$ cat config.mk
export PLATFORM = sky130hd
export DESIGN_NAME = plp_cell
export DESIGN_NICKNAME = d
export VERILOG_FILES = /design/src/sv/plp_pkg.sv /design/src/sv/plp_cell.sv
export SDC_FILE = /design/constraint.sdc
export NUM_CORES = 1
export LEC_CHECK = 0
export ABC_AREA = 1
export BUFFER_PORTS_ARGS = -buffer_cell sky130_fd_sc_hd__buf_2
export CAP_MARGIN = 10
export CORE_MARGIN = 2
export CORE_UTILIZATION = 37
export DETAILED_ROUTE_END_ITERATION = 7
export PLACE_DENSITY = 0.77
export SLEW_MARGIN = 20
export SYNTH_ARGS = -nofsm -noshare
export SYNTH_HDL_FRONTEND = slang
export SYNTH_SLANG_ARGS = --single-unit
$ cat constraint.sdc
create_clock -name clk -period 2.9 [get_ports clk]
set_input_delay 0.145 -clock clk [delete_from_list [all_inputs] [get_ports clk]]
set_output_delay 0.145 -clock clk [all_outputs]
set_load 0.005 [all_outputs]
$ cat src/sv/plp_pkg.sv
// package for the positional list: request/response structs, codes and the
// per-cell shift command; depends on nothing
`timescale 1ns / 1ps
package plp_pkg;

	// fixed field widths of the request and response
	localparam int FUNC_W   = 2;
	localparam int POS_W    = 7;
	localparam int VALUE_W  = 32;
	localparam int STATUS_W = 2;
	localparam int COUNT_W  = 7;
	localparam int CAP_W    = 7;

	// defaults handed to the top level
	localparam int DEPTH_DEFAULT      = 64;
	localparam int ELEM_WIDTH_DEFAULT = 32;

	// widest cell index the command carries (depth up to 1024)
	localparam int IDX_MAX_W = 10;

	// capacity after reset
	localparam logic [CAP_W-1:0] CAP_RESET = 7'd64;

	// request operations
	localparam logic [FUNC_W-1:0] OP_INSERT = 2'd0;
	localparam logic [FUNC_W-1:0] OP_DELETE = 2'd1;
	localparam logic [FUNC_W-1:0] OP_CLEAR  = 2'd2;

	// response status codes
	localparam logic [STATUS_W-1:0] ST_OK     = 2'd0;
	localparam logic [STATUS_W-1:0] ST_BADPOS = 2'd1;
	localparam logic [STATUS_W-1:0] ST_FULL   = 2'd2;
	localparam logic [STATUS_W-1:0] ST_EMPTY  = 2'd3;

	typedef struct packed {
		logic [FUNC_W-1:0]  func;
		logic [POS_W-1:0]   position;
		logic [VALUE_W-1:0] value_in;
	} req_t;

	typedef struct packed {
		logic [STATUS_W-1:0] status;
		logic [VALUE_W-1:0]  value_out;
		logic [COUNT_W-1:0]  count;
		logic                is_empty;
	} rsp_t;

	// what every cell does in the current cycle
	typedef enum logic [1:0] {
		CELL_HOLD,
		CELL_INS,
		CELL_DEL
	} cell_op_t;

	typedef struct packed {
		cell_op_t             op;
		logic [IDX_MAX_W-1:0] idx;
	} cell_cmd_t;

endpackage

$ cat src/sv/plp_cell.sv
// one storage cell of the list row: holds one entry and shifts with its
// neighbors; depends on plp_pkg
`timescale 1ns / 1ps
module plp_cell
	import plp_pkg::*;
#(
	parameter int ELEM_WIDTH = ELEM_WIDTH_DEFAULT,
	parameter int CELL_IDX   = 0
) (
	input  logic                  clk,
	input  cell_cmd_t             cmd,
	input  logic [ELEM_WIDTH-1:0] wdata,
	input  logic [ELEM_WIDTH-1:0] left_data,
	input  logic [ELEM_WIDTH-1:0] right_data,
	output logic [ELEM_WIDTH-1:0] data,
	output logic [ELEM_WIDTH-1:0] sel_data
);

	localparam logic [IDX_MAX_W-1:0] MY_IDX = IDX_MAX_W'(CELL_IDX);

	logic [ELEM_WIDTH-1:0] data_q;
	logic                  hit;
	logic                  below;

	// position of the target relative to this cell
	assign hit   = (cmd.idx == MY_IDX);
	assign below = (cmd.idx < MY_IDX);

	// insert pulls from the left, delete pulls from the right
	always_ff @(posedge clk) begin
		case (cmd.op)
			CELL_INS: begin
				if (hit) begin
					data_q <= wdata;
				end else if (below) begin
					data_q <= left_data;
				end
			end
			CELL_DEL: begin
				if (hit || below) begin
					data_q <= right_data;
				end
			end
			default: begin
				data_q <= data_q;
			end
		endcase
	end

	assign data     = data_q;
	assign sel_data = hit ? data_q : '0;

endmodule

==> metrics.csv <==
metric,value,unit
grt_max_degree,33,
ys_types,15,
drive_above_1_share,50.7,%
mostFrequentLayoutCell,buf_2,
drt_iter0_drc,43,
synth_simple_gate_area_share,36.0,%
ir_drop,0.202,mV
critPathKind,in2reg,
hpwl,3500,um
cts_resized,0,
cellLeakagePower,1.49,nW
period_minus_slack,1.73,ns
viasPerCell,4.42,
grt_overflow_total,0,
num_io_pins,173,
ys_seq_area_share,52.5,%
grt-busiest-layer,met2,
final_cell_mix,"buf_2, nand2_1, inv_1, nand3_1, edfxtp_1",
fillerInstances,466,
cp-end-kind,flop,
ys_seq_elements,32,
cts_made_buffers,5,
power.density,354,nW/um^2
setup_viol,0,
io_buffers,140,
start_util,38.5,%
synthCells,218,
core_region_area,4750,sq um
clock_path_buffers,2,
hold_buffers,0,
synth_mux_area_share,0,%
max_freq,578,MHz
use_met2,31.3,%
fp.dieH,74.3,um
synth_top_family_by_area,simple AND/OR/NAND/NOR gates,
rsz0062_at_grt,no,
crit_top_cell,nand2_1,
root_buffer,clkbuf_8,
finalSetupTns,0,ns
die_w,74.3,um
wl,4690,um
yosys_warnings,0,
grt_pass1_wl,7040,um
post-route-period-util,59.6,%
gr-usage-met3,4.20,%
hold_class,in2reg,
required,2.93,ns
utilization,55.6,%
die-area,5530,sq um
ctsHtreeMaxLevel,2,
slowest_stage,nand2_1,
synth_nets,327,
critPathBufInv,2,
netlist_area,1830,sq um
critPathMaxStageDelay,0.67,ns
path_delay_family,simple AND/OR/NAND/NOR gates,
drc_errors,0,
synthXorXnorAreaFrac,0.478,%
cp-start-kind,input pin,
grt_pass1_vias,1588,
grtUsageMet1,18.1,%
worstMarginPinSlew,1.06,ns
synthAdderAreaFrac,0,%
post_cts_buffers,0,
maxSlewHeadroom,28.9,%
grt_usage,16.6,%
status,completed,
crit_fanout,32,
postRouteAntennaNets,0,
cts_sinks,32,
tritoncts,done,
gp_congestion,0.803,
antenna_cells,0,
synth.avg_cell_area,8.40,sq um
hold_viol,0,
largest_register_ffs,32,
vias,1865,
antenna_found_initial,0,
cp_cell_sequence,"buf_2, buf_4, nand2_1, nand2_1, nand2_1",
fp-row-count,25,
nets,464,
drtPass1Iterations,4,
synth-compound-area-share,0,%
clk_pin_slew,0.06,ns
worstPathArrival,1.76,ns
maxSlewViolCount,0,
syn2layout_area_growth,44.4,%
wire_per_inst,11.1,um
maxCapViolations,0,
-- report_power, final --
part	leakage, nW	internal [mW]	total (mW)	switching [mW]
Sequential	0.280	0.513	0.513	0.000143
Clock	0.0391	0.158	0.306	0.148
Combinational	1.17	0.0578	0.116	0.0577
-- metal layers --
layer / vias to the layer above / part of all wire [%]
li1: 946 / -
met1: 839 / 40
met2: 78 / 52
met3: 2 / 7.5
met4: 0 / 0.85
met5: - / 0
-- logic make-up (layout without fill, tap and decap cells) --
group                     Yosys count  count (layout)
buffers and inverters              46             183
xor gates and xnor gates            1               1
DFF                                32              32
and+or+nand+nor                   139             139
-- synth_stat cells --
library cell   n  area, sq um
nor2_2        27          169
xnor2_1        1         8.76
buf_2          5         25.0
clkbuf_1       2         7.51
nor2_1         8         30.0
and2_1         1         6.26
nand2_1       66          248
or2_0          1         6.26
nand3_1       32          160
edfxtp_1      32          961
buf_1          3         11.3
nand2_2        1         6.26
nor2_4         3         33.8
inv_1         33          124
buf_6          3         33.8
-- metrics by stage --
| step | setup slack [ns] | hold slack (ns) | cells | cell area, sq um | power (mW) |
|---|---|---|---|---|---|
| final | 1.17 | 0.133 | 422 | 2640 | 0.935 |
| after global routing | 0.998 | 0.129 | 422 | 2640 | 0.977 |
| after CTS | 1.15 | 0.123 | 422 | 2640 | 0.948 |
| after detailed placement | 0.852 | 0.413 | 415 | 2570 | 0.640 |
| after global placement | 0.930 | 0.407 | 415 | 2570 | 0.634 |
| after floorplan | 0.523 | 0.324 | 218 | 1830 | 0.577 |
-- tightest hold or removal path, delay by kind of cell --
| kind | cells | cell delay, ns |
|---|---|---|
| AND/OR/NAND/NOR | 2 | 0.08 |
| buffers and inverters | 1 | 0.07 |
-- worst paths after layout --
kind                       from                 end  slack (ns)  cells past startpoint
worst min-delay path  wdata[12]  data[12]$_DFFE_PP_        0.13                      3
worst max-delay path    cmd[11]  data[21]$_DFFE_PP_        1.17                      5
-- final cells by class --
class	instances	area (sq um)	area share, %
sequential	32	961	36.3
timing repair buffer	143	723	27.4
multi-input combinational	140	676	25.6
inverter	33	124	4.69
tap	67	83.8	3.17
clock buffer	5	68.8	2.60
clock inverter	2	7.51	0.284
(Power assumes the default switching activity.)
