[config.mk]
export PLATFORM = sky130hd
export DESIGN_NAME = plp_ctrl
export DESIGN_NICKNAME = d
export VERILOG_FILES = /design/src/sv/plp_pkg.sv /design/src/sv/plp_ctrl.sv
export SDC_FILE = /design/constraint.sdc
export NUM_CORES = 1
export LEC_CHECK = 0
export BUFFER_PORTS_ARGS = -buffer_cell sky130_fd_sc_hd__buf_2
export CAP_MARGIN = 20
export CORE_UTILIZATION = 43
export DETAILED_ROUTE_END_ITERATION = 6
export GPL_TIMING_DRIVEN = 0
export HOLD_SLACK_MARGIN = 0.02
export PLACE_DENSITY_LB_ADDON = 0.12
export SYNTH_ARGS = -nofsm -noshare
export SYNTH_HDL_FRONTEND = slang
export SYNTH_SLANG_ARGS = --single-unit
[constraint.sdc]
create_clock -name clk -period 3.3 [get_ports clk]
set_clock_uncertainty 0.2 [all_clocks]
set_input_delay 0.33 -clock clk [delete_from_list [all_inputs] [get_ports clk]]
set_output_delay 0.33 -clock clk [all_outputs]
set_load 0.1 [all_outputs]
[src/sv/plp_pkg.sv]
// package for the positional list: request/response structs, codes and the
// per-cell shift command; depends on nothing
`timescale 1ns / 1ps
package plp_pkg;

	// fixed field widths of the request and response
	localparam int FUNC_W   = 2;
	localparam int POS_W    = 7;
	localparam int VALUE_W  = 32;
	localparam int STATUS_W = 2;
	localparam int COUNT_W  = 7;
	localparam int CAP_W    = 7;

	// defaults handed to the top level
	localparam int DEPTH_DEFAULT      = 64;
	localparam int ELEM_WIDTH_DEFAULT = 32;

	// widest cell index the command carries (depth up to 1024)
	localparam int IDX_MAX_W = 10;

	// capacity after reset
	localparam logic [CAP_W-1:0] CAP_RESET = 7'd64;

	// request operations
	localparam logic [FUNC_W-1:0] OP_INSERT = 2'd0;
	localparam logic [FUNC_W-1:0] OP_DELETE = 2'd1;
	localparam logic [FUNC_W-1:0] OP_CLEAR  = 2'd2;

	// response status codes
	localparam logic [STATUS_W-1:0] ST_OK     = 2'd0;
	localparam logic [STATUS_W-1:0] ST_BADPOS = 2'd1;
	localparam logic [STATUS_W-1:0] ST_FULL   = 2'd2;
	localparam logic [STATUS_W-1:0] ST_EMPTY  = 2'd3;

	typedef struct packed {
		logic [FUNC_W-1:0]  func;
		logic [POS_W-1:0]   position;
		logic [VALUE_W-1:0] value_in;
	} req_t;

	typedef struct packed {
		logic [STATUS_W-1:0] status;
		logic [VALUE_W-1:0]  value_out;
		logic [COUNT_W-1:0]  count;
		logic                is_empty;
	} rsp_t;

	// what every cell does in the current cycle
	typedef enum logic [1:0] {
		CELL_HOLD,
		CELL_INS,
		CELL_DEL
	} cell_op_t;

	typedef struct packed {
		cell_op_t             op;
		logic [IDX_MAX_W-1:0] idx;
	} cell_cmd_t;

endpackage

[src/sv/plp_ctrl.sv]
// list control: fill count, capacity register, request checks, cell command
// and the registered response; depends on plp_pkg
`timescale 1ns / 1ps
module plp_ctrl
	import plp_pkg::*;
#(
	parameter int DEPTH = DEPTH_DEFAULT
) (
	input  logic                clk,
	input  logic                arst_n,
	input  logic                start,
	input  req_t                req,
	input  logic                cfg_we,
	input  logic [CAP_W-1:0]    cfg_wdata,
	input  logic [VALUE_W-1:0]  rd_data,
	output cell_cmd_t           cmd,
	output logic                done,
	output rsp_t                rsp
);

	localparam int CW = $clog2(DEPTH + 1);
	localparam int EW = (CW > CAP_W) ? CW : CAP_W;
	localparam logic [EW:0] DEPTH_E = (EW + 1)'(DEPTH);

	logic [CW-1:0]       cnt_q;
	logic [CW-1:0]       cnt_d;
	logic [CAP_W-1:0]    cap_q;
	logic                done_q;
	rsp_t                rsp_q;
	logic [STATUS_W-1:0] status_d;
	logic [VALUE_W-1:0]  rmv_d;
	logic [EW:0]         pos_e;
	logic [EW:0]         cnt_e;
	logic [EW:0]         cap_e;
	logic [EW:0]         eff_e;
	logic                pos_ok;

	// operands widened to one common width
	assign pos_e  = {{(EW + 1 - POS_W){1'b0}}, req.position};
	assign cnt_e  = {{(EW + 1 - CW){1'b0}}, cnt_q};
	assign cap_e  = {{(EW + 1 - CAP_W){1'b0}}, cap_q};
	assign eff_e  = (cap_e > DEPTH_E) ? DEPTH_E : cap_e;
	assign pos_ok = (req.position != '0) && (pos_e <= cnt_e + (EW + 1)'(1));

	// request decode and checks
	always_comb begin
		status_d = ST_OK;
		rmv_d    = '0;
		cnt_d    = cnt_q;
		cmd.op   = CELL_HOLD;
		cmd.idx  = IDX_MAX_W'(req.position - POS_W'(1));
		if (start) begin
			unique case (req.func)
				OP_INSERT: begin
					if (!pos_ok) begin
						status_d = ST_BADPOS;
					end else if (cnt_e >= eff_e) begin
						status_d = ST_FULL;
					end else begin
						cmd.op = CELL_INS;
						cnt_d  = cnt_q + CW'(1);
					end
				end
				OP_DELETE: begin
					if (!pos_ok) begin
						status_d = ST_BADPOS;
					end else if (cnt_q == '0) begin
						status_d = ST_EMPTY;
					end else if (pos_e > cnt_e) begin
						status_d = ST_BADPOS;
					end else begin
						cmd.op = CELL_DEL;
						rmv_d  = rd_data;
						cnt_d  = cnt_q - CW'(1);
					end
				end
				OP_CLEAR: begin
					if (cnt_q == '0) begin
						status_d = ST_EMPTY;
					end else begin
						cnt_d = '0;
					end
				end
				default: begin
					status_d = ST_OK;
				end
			endcase
		end
	end

	// control state
	always_ff @(posedge clk or negedge arst_n) begin
		if (!arst_n) begin
			cnt_q  <= '0;
			cap_q  <= CAP_RESET;
			done_q <= 1'b0;
		end else begin
			cnt_q  <= cnt_d;
			done_q <= start;
			if (cfg_we) begin
				cap_q <= cfg_wdata;
			end
		end
	end

	// response payload
	always_ff @(posedge clk) begin
		if (start) begin
			rsp_q.status    <= status_d;
			rsp_q.value_out <= rmv_d;
			rsp_q.count     <= COUNT_W'(cnt_d);
			rsp_q.is_empty  <= (cnt_d == '0);
		end
	end

	assign done = done_q;
	assign rsp  = rsp_q;

endmodule

==> impl_metrics.py <==
metrics = {
    "hold_path": {
        "holdCritStartpoint": "rd_data[21]",
        "min_to": "rsp[29]",
        "min_path_type": "input pin to register",
        "whs_path_depth": 2,
    },
    "grt": {
        "grt_pass1_wl_um": 12480,
        "grt_start_max_net_pins": 53,
        "antenna_found_initial": 0,
        "grt_usage_pct": 21.63,
        "grt_overflow": 0,
        "grt_pass1_vias": 2571,
    },
    "clocking": {
        "clockRootBuffer": "clkbuf_8",
        "cts_sinks": 57,
        "cts.path.max_buffers": 2,
        "clk_latency_ns": 0.33,
        "cts_buffers": 9,
        "h-tree-depth": 3,
        "cts_tree": "yes",
        "clk_pin_slew_ns": 0.07,
    },
    "detailed_routing": {
        "ant_nets": 0,
        "vias": 2826,
        "wirelength_um": 8312,
        "post-route-drc-count": 0,
        "drt_iter0_markers": 124,
        "viasPerCell": 5.185,
        "drtPass1Iterations": 4,
        "wire_per_inst_um": 15.25,
    },
    "setup_path": {
        "reg2regPathDepth": 13,
        "end_kind": "output pin",
        "worstSetupPathType": "register to output pin",
        "worstPathArrival_ns": 2.95,
        "r2r-start": "cnt_q[0]",
        "cp.required_ns": 2.77,
        "cp-startpoint": "cnt_q[0]",
        "startpoint_type": "register",
        "cp_max_fo": 5,
        "r2r-end": "rsp[0]",
        "rrSetupSlack_ns": -0.14,
    },
    "layout": {
        "n_antenna_cell": 0,
        "layout-drive-gt1-share_pct": 52.47,
        "final_common_cell": "buf_2",
        "multiInputGateArea_um2": 1813,
        "register_area_um2": 1643,
        "finalNetCount": 550,
        "area_delta_synth_final_pct": 52.37,
        "nFillCells": 592,
        "final_cell_mix": "102 x buf_2, 42 x edfxtp_1, 32 x and2_1, 32 x buf_4, 20 x nand2_1",
    },
    "logic_synthesis": {
        "synth_top_area_share_pct": 39.48,
        "ys.flop_type": "edfxtp_1",
        "yosysUniqueCellTypes": 57,
        "async_reset_ff_share_pct": 26.32,
        "synth_top_area_cell": "edfxtp_1",
        "netlist_instances": 285,
        "syn_area_per_cell_um2": 11.21,
        "synthesis.area_um2": 3194,
        "synth_edf_count": 42,
        "yosys-top-cells-area": "edfxtp_1 39%, dfrtp_1 11%, ha_1 9.8%",
        "yosys_warnings": 0,
        "syn_nets": 394,
        "seq_area_frac_synth_pct": 51.27,
        "synth-seq-cells": 57,
    },
    "timing": {
        "period_share_pct": 105.6,
        "setup_viol": 3,
        "min_period_ns": 3.484,
        "max_freq_mhz": 287.1,
        "slew_headroom_pct": 66.39,
        "worst_slew_pin_slew_ns": 0.5041,
        "finalSetupTns_ns": -0.3808,
        "rsz0062_at_grt": "yes",
        "hold_violations": 0,
        "drv_slew": 0,
        "setup_ws_ns": -0.1837,
    },
    "floorplanning": {
        "start_util_pct": 44.28,
        "die_w_um": 88.19,
        "die_h_um": 88.19,
        "dieArea_um2": 7777,
        "coreArea_um2": 7214,
        "rows": 31,
        "io_pins": 139,
    },
    "pwr": {
        "fin_total_pwr_w": 0.003886,
        "p_leak_nw": 2.138,
        "power_density_nw_per_um2": 798.4,
        "ir_drop_uv": 314.8,
    },
    "placement": {
        "portBuffers": 104,
        "dp_hpwl_um": 5241,
        "gp_congestion": 0.9036,
    },
    "run_status": {
        "outcome": "finished, violations left",
        "violations": "setup timing",
    },
    "run": {
        "maxCapViolations": 0,
    },
}
==> layer usage <==
layer	track usage [%]	share of wire, %
met3	5.749	6.4
met4	10.70	3.4
met5	0	0
met2	35.03	48
met1	26.73	42
==> critical path: stages, from the launching register on <==
cell and delay, ns:
dfrtp_2 0.48, ha_4 0.19, nand3_4 0.10, nor3_4 0.21, xnor2_2 0.18, ha_4 0.26, nand3_2 0.06, o22ai_2 0.06
o21bai_4 0.20, buf_6 0.13, o21ai_4 0.27, nor2_4 0.06, clkbuf_8 0.14, and2_4 0.14, buf_12 0.16
==> cell families (layout without fill, tap and decap cells) <==
family | after synthesis | in the layout | share of synthesized area (%)
and+or+nand+nor | 111 | 111 | 19.78
DFF | 57 | 57 | 51.27
AOI/OAI and AO/OA | 46 | 46 | 10.07
buffers and inverters | 28 | 189 | 3.603
adders and majority gates | 25 | 25 | 9.792
xor gates and xnor gates | 10 | 10 | 2.742
muxes | 8 | 8 | 2.742
==> sequential cells by signal (all words and copies together) (netlist names) <==
register,count
done,1
cap_q,7
rsp,42
cnt_q,7
==> worst max path at each step <==
stage	to	slack [ns]	cells after the start
CTS	rsp[0]	-0.07	13
global placement	rsp[0]	-0.66	14
floorplan	rsp[0]	0.01	14
detailed placement	rsp[0]	-0.61	14
finish	cmd[11]	-0.18	14
global route	cmd[11]	-0.30	14
==> cells in the mapped netlist (all sizes together) (2+ instances only) <==
master  count
or4         2
mux2        6
xor2        4
nand3b      2
a21o        2
a22o        2
a211oi      2
nor4        5
and2       34
edfxtp     42
or3         4
o22ai       3
nor2b       3
dfrtp      14
o211ai      2
nand2      21
nor3        6
nor2       11
buf         5
inv        17
a31oi       2
o31ai       2
mux2i       2
a21oi       9
nand4       4
xnor2       6
nand3      12
or2         2
nor3b       2
o21ai      12
ha         25
clkbuf      6
a221o       2
==> power breakdown <==
group          leakage, nW  total, W  internal, W  switching (W)
Combinational         1.42   0.00220     0.000791        0.00141
Clock                0.106  0.000707     0.000424       0.000283
Sequential           0.612  0.000982     0.000909      0.0000732
Total                 2.14   0.00389      0.00212        0.00176
==> area by class of cell <==
type,instances,area share [%]
Buffer,11,1.877
Clock buffer,9,2.545
Clock inverter,7,1.928
Inverter,17,1.491
Multi-Input combinational cell,200,37.25
Sequential cell,57,33.75
Tap cell,99,2.545
Timing Repair Buffer,145,18.61
==> through the flow <==
step | cells | hold WS, ns | utilization, % | cell area (um^2) | setup slack [ns]
floorplan | 285 | -0.1656 | - | 3274 | 0.01372
global placement | 488 | 0.04864 | 54.32 | 3919 | -0.6579
detailed placement | 488 | 0.04869 | 54.32 | 3919 | -0.6088
CTS | 538 | 0.04722 | 64.79 | 4674 | -0.07179
global route | 545 | 0.05077 | 67.46 | 4867 | -0.3006
finish | 545 | 0.07202 | 67.46 | 4867 | -0.1837
==> repair_timing <==
item | 4_1_cts | 5_1_grt
gates resized for setup | 60 | 31
hold endpoints to repair | 22 | 0
setup endpoints to repair | 45 | 31
setup buffers | 26 | 7
hold buffers | 8 | 0
pin swaps | 22 | 25
Power figures use the tool's default switching activity.
